**config.mk**
```make
export PLATFORM = sky130hd
export DESIGN_NAME = positional_insert_delete_list_core
export DESIGN_NICKNAME = d
export VERILOG_FILES = /design/src/hdl/pidl_pkg.sv /design/src/hdl/pidl_ctrl.sv /design/src/hdl/pidl_dp.sv /design/src/hdl/positional_insert_delete_list_core.sv
export SDC_FILE = /design/constraint.sdc
export NUM_CORES = 2
export LEC_CHECK = 0
export BUFFER_PORTS_ARGS = -buffer_cell sky130_fd_sc_hd__buf_2
export CAP_MARGIN = 10
export CORE_ASPECT_RATIO = 1.25
export CORE_MARGIN = 3
export CORE_UTILIZATION = 33
export DETAILED_ROUTE_END_ITERATION = 16
export PLACE_DENSITY_LB_ADDON = 0.12
export SYNTH_ARGS = -nofsm -noshare
export SYNTH_HDL_FRONTEND = slang
export SYNTH_SLANG_ARGS = --single-unit
```
**constraint.sdc**
```tcl
create_clock -name clk -period 13.2 [get_ports clk]
set_input_delay 0.66 -clock clk [delete_from_list [all_inputs] [get_ports clk]]
set_output_delay 0.66 -clock clk [all_outputs]
set_load 0.02 [all_outputs]
```
**src/hdl/pidl_pkg.sv**
```systemverilog
package pidl_pkg;

	localparam int CAPACITY_DEF = 32;
	localparam int WORD_W       = 32;
	localparam int POS_W        = 6;
	localparam int OCC_W        = 6;

	localparam logic [2:0] KIND_APPEND      = 3'd0;
	localparam logic [2:0] KIND_REMOVE_LAST = 3'd1;
	localparam logic [2:0] KIND_INS_FRONT   = 3'd2;
	localparam logic [2:0] KIND_REM_FRONT   = 3'd3;
	localparam logic [2:0] KIND_INS_AT      = 3'd4;
	localparam logic [2:0] KIND_REM_AT      = 3'd5;
	localparam logic [2:0] KIND_DUMP        = 3'd6;

	localparam logic [1:0] ST_OK     = 2'd0;
	localparam logic [1:0] ST_BADPOS = 2'd1;
	localparam logic [1:0] ST_EMPTY  = 2'd2;
	localparam logic [1:0] ST_FULL   = 2'd3;

	typedef struct packed {
		logic [2:0]               kind;
		logic signed [WORD_W-1:0] value;
		logic [POS_W-1:0]         position;
	} cmd_word_t;

	typedef struct packed {
		logic [1:0]               status;
		logic signed [WORD_W-1:0] data;
		logic [OCC_W-1:0]         occupancy;
		logic                     last;
	} rsp_word_t;

	typedef struct packed {
		logic capture;
		logic exec;
		logic step;
	} ctl_t;

	typedef struct packed {
		logic res_last;
	} dp_stat_t;

endpackage

```
**src/hdl/pidl_ctrl.sv**
```systemverilog
module pidl_ctrl (
	input  logic                clk,
	input  logic                arst_n,
	input  logic                cmd_valid,
	output logic                cmd_ready,
	output logic                rsp_valid,
	input  logic                rsp_ready,
	input  pidl_pkg::dp_stat_t  stat,
	output pidl_pkg::ctl_t      ctl
);

	typedef enum logic [1:0] {
		S_IDLE,
		S_EXEC,
		S_OUT
	} state_t;

	state_t state_q;
	logic   cmd_ready_q;
	logic   rsp_valid_q;

	assign cmd_ready = cmd_ready_q;
	assign rsp_valid = rsp_valid_q;

	assign ctl.capture = cmd_valid & cmd_ready_q;
	assign ctl.exec    = (state_q == S_EXEC);
	// A dump advances to its next word in the same cycle the current one is taken.
	assign ctl.step    = rsp_valid_q & rsp_ready & ~stat.res_last;

	always_ff @(posedge clk or negedge arst_n) begin
		if (!arst_n) begin
			state_q     <= S_IDLE;
			cmd_ready_q <= 1'b1;
			rsp_valid_q <= 1'b0;
		end else begin
			unique case (state_q)
				S_IDLE: begin
					if (cmd_valid && cmd_ready_q) begin
						state_q     <= S_EXEC;
						cmd_ready_q <= 1'b0;
					end
				end
				S_EXEC: begin
					state_q     <= S_OUT;
					rsp_valid_q <= 1'b1;
				end
				S_OUT: begin
					if (rsp_ready && stat.res_last) begin
						state_q     <= S_IDLE;
						rsp_valid_q <= 1'b0;
						cmd_ready_q <= 1'b1;
					end
				end
				default: begin
					state_q     <= S_IDLE;
					rsp_valid_q <= 1'b0;
					cmd_ready_q <= 1'b1;
				end
			endcase
		end
	end

endmodule

```
**src/hdl/pidl_dp.sv**
```systemverilog
module pidl_dp #(
	parameter int CAPACITY = pidl_pkg::CAPACITY_DEF
) (
	input  logic                clk,
	input  logic                arst_n,
	input  pidl_pkg::cmd_word_t cmd,
	input  pidl_pkg::ctl_t      ctl,
	output pidl_pkg::dp_stat_t  stat,
	output pidl_pkg::rsp_word_t rsp
);

	localparam int CW = $clog2(CAPACITY + 1);
	localparam int IW = (CAPACITY > 1) ? $clog2(CAPACITY) : 1;
	localparam int PW = ((CW > pidl_pkg::POS_W) ? CW : pidl_pkg::POS_W) + 1;

	pidl_pkg::cmd_word_t               cmd_q;
	logic signed [pidl_pkg::WORD_W-1:0] cells_q [CAPACITY];
	logic signed [pidl_pkg::WORD_W-1:0] cells_d [CAPACITY];
	logic [CW-1:0]                      count_q;
	logic [CW-1:0]                      dump_left_q;
	pidl_pkg::rsp_word_t                res_q;

	logic          full;
	logic          empty;
	logic [PW-1:0] count_e;
	logic [PW-1:0] pos_e;
	logic [PW-1:0] pos_m1;
	logic          do_ins;
	logic          do_rem;
	logic          do_rot;
	logic [IW-1:0] ins_idx;
	logic [IW-1:0] rem_idx;
	logic [CW-1:0] count_n;
	pidl_pkg::rsp_word_t exec_res;

	assign full    = (count_q >= CW'(CAPACITY));
	assign empty   = (count_q == '0);
	assign count_e = PW'(count_q);
	assign pos_e   = PW'(cmd_q.position);
	assign pos_m1  = pos_e - PW'(1);

	always_comb begin
		do_ins  = 1'b0;
		do_rem  = 1'b0;
		do_rot  = 1'b0;
		ins_idx = '0;
		rem_idx = '0;
		count_n = count_q;
		exec_res.status = pidl_pkg::ST_OK;
		exec_res.data   = '0;
		exec_res.last   = 1'b1;
		unique case (cmd_q.kind)
			pidl_pkg::KIND_APPEND: begin
				ins_idx = IW'(count_q);
				if (full) exec_res.status = pidl_pkg::ST_FULL;
				else      do_ins = 1'b1;
			end
			pidl_pkg::KIND_INS_FRONT: begin
				if (full) exec_res.status = pidl_pkg::ST_FULL;
				else      do_ins = 1'b1;
			end
			pidl_pkg::KIND_INS_AT: begin
				ins_idx = pos_m1[IW-1:0];
				if (full) exec_res.status = pidl_pkg::ST_FULL;
				else if (pos_e == '0 || pos_e > count_e + PW'(1))
					exec_res.status = pidl_pkg::ST_BADPOS;
				else do_ins = 1'b1;
			end
			pidl_pkg::KIND_REMOVE_LAST: begin
				rem_idx = IW'(count_q - CW'(1));
				if (empty) exec_res.status = pidl_pkg::ST_EMPTY;
				else       do_rem = 1'b1;
			end
			pidl_pkg::KIND_REM_FRONT: begin
				if (empty) exec_res.status = pidl_pkg::ST_EMPTY;
				else       do_rem = 1'b1;
			end
			pidl_pkg::KIND_REM_AT: begin
				rem_idx = pos_m1[IW-1:0];
				if (empty) exec_res.status = pidl_pkg::ST_EMPTY;
				else if (pos_e == '0 || pos_e > count_e)
					exec_res.status = pidl_pkg::ST_BADPOS;
				else do_rem = 1'b1;
			end
			pidl_pkg::KIND_DUMP: begin
				if (empty) exec_res.status = pidl_pkg::ST_EMPTY;
				else begin
					do_rot        = 1'b1;
					exec_res.data = cells_q[0];
					exec_res.last = (count_q == CW'(1));
				end
			end
			default: begin
			end
		endcase
		if (do_ins) count_n = count_q + CW'(1);
		if (do_rem) begin
			count_n       = count_q - CW'(1);
			exec_res.data = cells_q[rem_idx];
		end
		exec_res.occupancy = pidl_pkg::OCC_W'(count_n);
	end

	// Each cell takes from a neighbor, so an edit or dump step moves all cells at once.
	// A dump rotates the occupied cells once per word, which leaves them in order at the end.
	always_comb begin
		for (int i = 0; i < CAPACITY; i++) begin
			cells_d[i] = cells_q[i];
			if (ctl.exec && do_ins) begin
				if (IW'(i) == ins_idx)     cells_d[i] = cmd_q.value;
				else if (IW'(i) > ins_idx) cells_d[i] = cells_q[(i > 0) ? i - 1 : 0];
			end else if (ctl.exec && do_rem) begin
				if (IW'(i) >= rem_idx && i < CAPACITY - 1)
					cells_d[i] = cells_q[(i < CAPACITY - 1) ? i + 1 : i];
			end else if ((ctl.exec && do_rot) || ctl.step) begin
				if (PW'(i + 1) < count_e)
					cells_d[i] = cells_q[(i < CAPACITY - 1) ? i + 1 : i];
				else if (PW'(i + 1) == count_e)
					cells_d[i] = cells_q[0];
			end
		end
	end

	always_ff @(posedge clk) begin
		if (ctl.capture) cmd_q <= cmd;
		for (int i = 0; i < CAPACITY; i++) cells_q[i] <= cells_d[i];
		if (ctl.exec) begin
			res_q <= exec_res;
		end else if (ctl.step) begin
			res_q.data <= cells_q[0];
			res_q.last <= (dump_left_q == CW'(1));
		end
	end

	always_ff @(posedge clk or negedge arst_n) begin
		if (!arst_n) begin
			count_q     <= '0;
			dump_left_q <= '0;
		end else begin
			if (ctl.exec) begin
				count_q     <= count_n;
				dump_left_q <= count_q - CW'(1);
			end else if (ctl.step) begin
				dump_left_q <= dump_left_q - CW'(1);
			end
		end
	end

	assign stat.res_last = res_q.last;
	assign rsp           = res_q;

endmodule

```
**src/hdl/positional_insert_delete_list_core.sv**
```systemverilog
// After a command word is accepted, the controller passes through S_EXEC, where the result
// is registered, to S_OUT, where the first result word is presented until it is taken.
// No new command word is taken until the last result word is taken; a dump of N elements
// rotates the chain once in S_EXEC and once more as each word before the last is taken.
// Every edit shifts the cell chain at once, so the cost does not depend on the position.
// Reset (arst_n low) empties the list and the controller; stored words are not cleared.
module positional_insert_delete_list_core #(
	parameter int CAPACITY = pidl_pkg::CAPACITY_DEF
) (
	input  logic                clk,
	input  logic                arst_n,
	input  logic                cmd_valid,
	output logic                cmd_ready,
	input  pidl_pkg::cmd_word_t cmd,
	output logic                rsp_valid,
	input  logic                rsp_ready,
	output pidl_pkg::rsp_word_t rsp
);

	pidl_pkg::ctl_t     ctl;
	pidl_pkg::dp_stat_t stat;

	pidl_ctrl u_ctrl (
		.clk       (clk),
		.arst_n    (arst_n),
		.cmd_valid (cmd_valid),
		.cmd_ready (cmd_ready),
		.rsp_valid (rsp_valid),
		.rsp_ready (rsp_ready),
		.stat      (stat),
		.ctl       (ctl)
	);

	pidl_dp #(
		.CAPACITY (CAPACITY)
	) u_dp (
		.clk    (clk),
		.arst_n (arst_n),
		.cmd    (cmd),
		.ctl    (ctl),
		.stat   (stat),
		.rsp    (rsp)
	);

	a_no_overlap: assert property (@(posedge clk) disable iff (!arst_n)
		!(cmd_ready && rsp_valid))
		else $error("command taken while a result word is pending");

	a_busy_after_accept: assert property (@(posedge clk) disable iff (!arst_n)
		cmd_valid && cmd_ready |=> !cmd_ready)
		else $error("ready stayed high after a command word was accepted");

	a_reject_single: assert property (@(posedge clk) disable iff (!arst_n)
		rsp_valid && rsp.status != pidl_pkg::ST_OK |-> rsp.last && rsp.data == '0)
		else $error("rejected command gave more than one word or nonzero data");

endmodule

```
# ---- Word level (Yosys, flattened, before mapping)
# Memory sizes are Yosys's and may differ from the RTL's.
# Index checks and enable logic that the tools add are counted.
dict set report totals {
  ff_bits 98
  ramBits 1024
  inputBits 45
  out_inout_bits 43
  word_cells 507
  n_memories 1
}
# memory depth word_bits read_ports rd_ports_with_merged_regs write_ports line
set mem_list {}
lappend mem_list {u_dp.cells_q 32 32 33 0 32 pidl_dp.sv:17} ;# logic signed [pidl_pkg::WORD_W-1:0] cells_q [CAPACITY];
dict set report op_classes {
  add_sub_neg 5
  n_lt_le_gt_ge 97
  n_eq_ne 74
  mux 292
  bitwise_logic 6
  n_reduce_logical 20
}
# operator n
set ops {}
lappend ops {{two-way mux 32 bit} 258}
lappend ops {{equality test 5 x 6 -> 1 bit (first input constant)} 16}
lappend ops {{< comparator 5 x 6 -> 1 bit (first input constant)} 16}
lappend ops {{equality test 5 bit (first input constant)} 16}
lappend ops {{greater-than comparator 5 bit (first input constant)} 16}
lappend ops {{>= comparator 5 bit (first input constant)} 15}
lappend ops {{equality test 4 x 6 -> 1 bit (first input constant)} 8}
lappend ops {{< comparator 4 x 6 -> 1 bit (first input constant)} 8}
lappend ops {{equality test 4 x 5 -> 1 bit (first input constant)} 8}
lappend ops {{>= comparator 4 x 5 -> 1 bit (first input constant)} 8}
lappend ops {{greater-than comparator 4 x 5 -> 1 bit (first input constant)} 8}
lappend ops {{equality test 3 x 6 -> 1 bit (first input constant)} 4}
lappend ops {{< comparator 3 x 6 -> 1 bit (first input constant)} 4}
lappend ops {{two-way mux 6 bit} 4}
lappend ops {{equality test 3 x 5 -> 1 bit (first input constant)} 4}
lappend ops {{>= comparator 3 x 5 -> 1 bit (first input constant)} 4}
lappend ops {{greater-than comparator 3 x 5 -> 1 bit (first input constant)} 4}
lappend ops {{case mux 5 bit (2 select lines)} 2}
lappend ops {{two-way mux 1 bit} 16}
lappend ops {{equality test 2 x 6 -> 1 bit (first input constant)} 2}
lappend ops {{equality test 6 x 1 -> 1 bit (second input constant)} 2}
lappend ops {{< comparator 2 x 6 -> 1 bit (first input constant)} 2}
lappend ops {{two-way mux 2 bit} 6}
lappend ops {{subtractor 6 x 1 -> 6 bit (second input constant)} 2}
lappend ops {{39 further kinds} 61}

# ---- Depth between registers and ports, before layout
dict set report depth {
  word_depth 8
  mapped_depth 18
  depth_no_buf 11
}

# ---- Hierarchy
# Synthesis repeated with hierarchy kept, for this count alone.
dict set report unflattened {
  cells_unflattened 7896
  area_unflattened_um2 75546.2
}
# module n_inst cells_per_inst area_per_inst_um2 seq_area_each_um2
set by_module_without_submodules {}
lappend by_module_without_submodules {pidl_dp 1 7878 75364.8 33512.1}
lappend by_module_without_submodules {pidl_ctrl 1 18 181.4 101.3}

# ---- Worst setup path before layout
# Ideal clock, no wire load.
dict set report synth_path {
  kind {flip-flop to flip-flop}
  start {reg u_dp.count_q[2] (netlist name)}
  end {mem u_dp.cells_q[14][0] (netlist bit) (enable)}
  setup_time_ns 0.594
  arrival_time_ns 8.184
  required_ns 12.606
  setup_slack_ns 4.422
  stages_incl_launch_ff 17
  n_path_buf 5
  synth_period_minus_slack_ns 8.778
  path_cell_list {dfrtp_1 -> buf_2 -> clkbuf_1 -> buf_1 -> nand3_1 -> nor2_1 -> xnor2_1 -> ha_1 -> nand3_1 -> o32a_1 -> nand2_1 -> a21o_2 -> nand2_1 -> clkbuf_1 -> clkbuf_1 -> nor2_1 -> a2111oi_0}
}
# item line
set synth_rtl {}
lappend synth_rtl {{to (decl)} pidl_dp.sv:17}

==> results.json <==
{
  "cts_tree": "yes",
  "fin_util_pct": 36.5,
  "drive_above_1_share_pct": 9.15,
  "worst_pin_slew_ns": 1.32,
  "synth_seq_cells": 1122,
  "syn_area_per_cell_um2": 8.44,
  "synth_edf_count": 1106,
  "multiInputGateArea_mm2": 0.0379,
  "switching_share_pct": 27.4,
  "fin_setup_tns_ns": 0,
  "ys_types": 80,
  "drc_errors": 0,
  "fin_nets": 8431,
  "wire_per_inst_um": 36.3,
  "leakage_nw": 27.4,
  "clk_latency_ns": 0.84,
  "skew_ns": 0.0653,
  "synth_top_family_by_area": "compound AO/OA/AOI/OAI gates",
  "die_area_mm2": 0.234,
  "post_cts_buffers": 0,
  "layout_common_cells": "nand2_1 (3,134), a21oi_1 (1,136), edfxtp_1 (1,106)",
  "numPortBuffers": 87,
  "setup_viol": 0,
  "grt_overflow": 0,
  "synthAdderAreaFrac_pct": 0.333,
  "syn_area_mm2": 0.0752,
  "ant_nets": 0,
  "antenna_found_initial": 17,
  "coreArea_mm2": 0.226,
  "finalInstanceArea_mm2": 0.0825,
  "hold_class": "in2reg",
  "critical_path_peak_fanout": 222,
  "p_per_area_mw_per_mm2": 111,
  "pwr-share-comb_pct": 12.5,
  "drv_cap": 0,
  "fin_hold_ws_ns": 0.0433,
  "synthSimpleGateAreaFrac_pct": 18.3,
  "clkPwrFrac_pct": 42.8,
  "synth_compound_area_share_pct": 25.9,
  "drt_iter0_drc": 11500,
  "clock.fmax_mhz": 142,
  "start_util_pct": 33.2,
  "die_h_um": 540,
  "p_int_mw": 6.66,
  "io_pins": 88,
  "layout_commonest_cell": "nand2_1",
  "period_minus_slack_ns": 7.03,
  "cp-end-kind": "flip-flop",
  "period_share_pct": 53.3,
  "power.total_mw": 9.17,
  "final_max_slew_viol_count": 0,
  "grt_pass1_wl_um": 575000,
  "path_clk_slew_ns": 0.06,
  "hold_viol": 0,
  "area_growth_pct": 9.74,
  "power_frac_seq_pct": 44.7,
  "vias": 76800,
  "cts_made_buffers": 145,
  "cp.required_ns": 13.69,
  "maxSlewHeadroom_pct": 11.4,
  "fp.dieW_um": 433,
  "dpl.hpwl_um": 247000,
  "yosysSeqAreaShare_pct": 44.7,
  "routabilityCongestion": 0.948,
  "grt_setup_unrepaired": "no",
  "clock_path_buffers": 4,
  "muxShareOfSynthArea_pct": 4.38,
  "drtPass1Iterations": 14,
  "dp.cells": 11200,
  "track_usage_pct": 33.9,
  "setup_ws_ns": 6.17,
  "critPathKind": "reg2reg",
  "viasPerCell": 6.72,
  "synthCells": 8900,
  "grt_max_degree": 240,
  "rows": 195,
  "synth_xor_area_share_pct": 0.278,
  "dpl-instance-area_mm2": 0.0780,
  "outcome": "completed",
  "synth-async-reset-ratio_pct": 1.43,
  "finalNonFillerCells": 11400,
  "p_sw_mw": 2.51,
  "pre_cts_slack_ns": 6.49,
  "first_global_vias": 73400,
  "synth-main-ff-cell": "edfxtp_1",
  "cp-start-kind": "flip-flop",
  "cts.sinks": 1122,
  "syn_nets": 8965,
  "ctsHtreeMaxLevel": 4,
  "cts_root_buffer": "clkbuf_16",
  "arrival_ns": 7.52,
  "fill_cells": 23000,
  "seq_area_mm2": 0.0336,
  "synth_warnings": 0,
  "drt_wl_total_um": 415000,
  "peakVddDrop_mv": 0.0869
}
==> synth_stat cells (7+ instances only) <==
cell type	count	area share, %
a2111oi_0	11	0.13
a211oi_1	146	1.5
a21boi_1	26	0.26
a21o_1	8	0.080
a21oi_1	1141	7.6
a221oi_1	34	0.40
a22oi_1	352	3.5
a311oi_1	35	0.41
a31oi_1	164	1.4
a32o_1	33	0.44
a32oi_1	703	8.2
and2_1	7	0.058
and3_1	97	0.81
buf_1	78	0.39
buf_2	333	2.2
buf_4	21	0.21
clkbuf_1	632	3.2
dfrtp_1	15	0.50
edfxtp_1	1106	44
ha_1	20	0.33
inv_1	20	0.10
mux2i_1	257	3.4
mux4_2	32	0.96
nand2_1	3142	16
nand3_1	54	0.36
nor2_1	77	0.38
nor2_2	9	0.075
nor2b_1	38	0.32
nor3_1	30	0.20
o211ai_1	7	0.070
o21a_1	35	0.35
o21ai_0	71	0.47
o21ai_1	22	0.15
o21ai_2	8	0.093
o32a_1	33	0.44
or3_1	7	0.058
xnor2_1	18	0.21
==> worst max-delay path, cell delays in order, from the launching register on <==
cell     delay [ns]
dfrtp_1        0.95
nand3_1        0.50
nor2_1         0.39
xnor2_1        0.12
ha_1           0.31
nand3_1        0.09
o32a_1         0.20
nand2_1        0.08
a21o_2         0.19
and3_4         0.83
buf_4          0.73
buf_12         0.68
buf_4          1.01
a32oi_1        0.23
==> worst paths after layout <==
| check | startpoint | endpoint | slack, ns | cells after the start |
|---|---|---|---|---|
| min in group asynchronous | arst_n | u_ctrl.rsp_valid | 0.34 | 2 |
| min | cmd[29] | u_dp.cmd_q[29] | 0.04 | 1 |
| max reg2reg | u_dp.count_q[2] | u_dp.cells_q[17][18] | 6.17 | 13 |
| max in group asynchronous | arst_n | u_dp.count_q[5] | 12.53 | 2 |
| max | u_dp.count_q[2] | u_dp.cells_q[17][18] | 6.17 | 13 |
| min reg2reg | u_ctrl.state_q[1] | u_ctrl.state_q[0] | 0.49 | 1 |
==> logic make-up after synthesis <==
kind of cell / Yosys count
xor gates and xnor gates: 23
adders and majority gates: 20
AOI/OAI and AO/OA: 2864
buffers and inverters: 1087
DFF: 1122
and+or+nand+nor: 3495
muxes: 289
==> timing repair <==
item	CTS	global route
endpoints found under the hold margin	18	0
gates resized for setup	0	0
hold buffers	4	0
==> metal layers <==
| layer | GRT usage (%) | part of all wire [%] | up-vias | routed length [µm] |
|---|---|---|---|---|
| met2 | 52.5 | 44 | 5333 | 184000 |
| met1 | 42.6 | 38 | 38400 | 157000 |
| met3 | 7.62 | 10 | 1289 | 42600 |
| met4 | 21.6 | 7.5 | 8 | 31000 |
| met5 | 0 | 0.015 | - | 61 |
| li1 | - | - | 31800 | - |
==> registers in the layout, indices dropped and copies added, names as in the netlist <==
name,cells
u_dp.cells_q,1024
u_dp.cmd_q,41
u_dp.rsp,40
u_dp.count_q,6
u_dp.dump_left_q,6
u_ctrl.state_q,2
u_ctrl.cmd_ready,1
u_ctrl.rsp_valid,1
u_dp.stat,1
==> power groups by stage <==
stage	Sequential, mW	Clock (mW)	Combinational, mW
floorplan	4.17	0	0.703
global placement	4.17	0	1.08
detailed placement	4.17	0	1.11
CTS	4.10	3.96	1.11
global route	4.10	4.09	1.21
finish	4.10	3.93	1.15
==> area by class of cell <==
type                    instances  area share [%]
diodes                          7          0.0212
clock buffers                 184            4.67
clock inverters                60           0.624
inverters                      22           0.100
multi-input cells            6691            46.0
flip-flops and latches       1122            40.8
well taps                    2955            4.48
repair buffers                384            3.38
No activity file was read; power rests on OpenSTA's default activity.
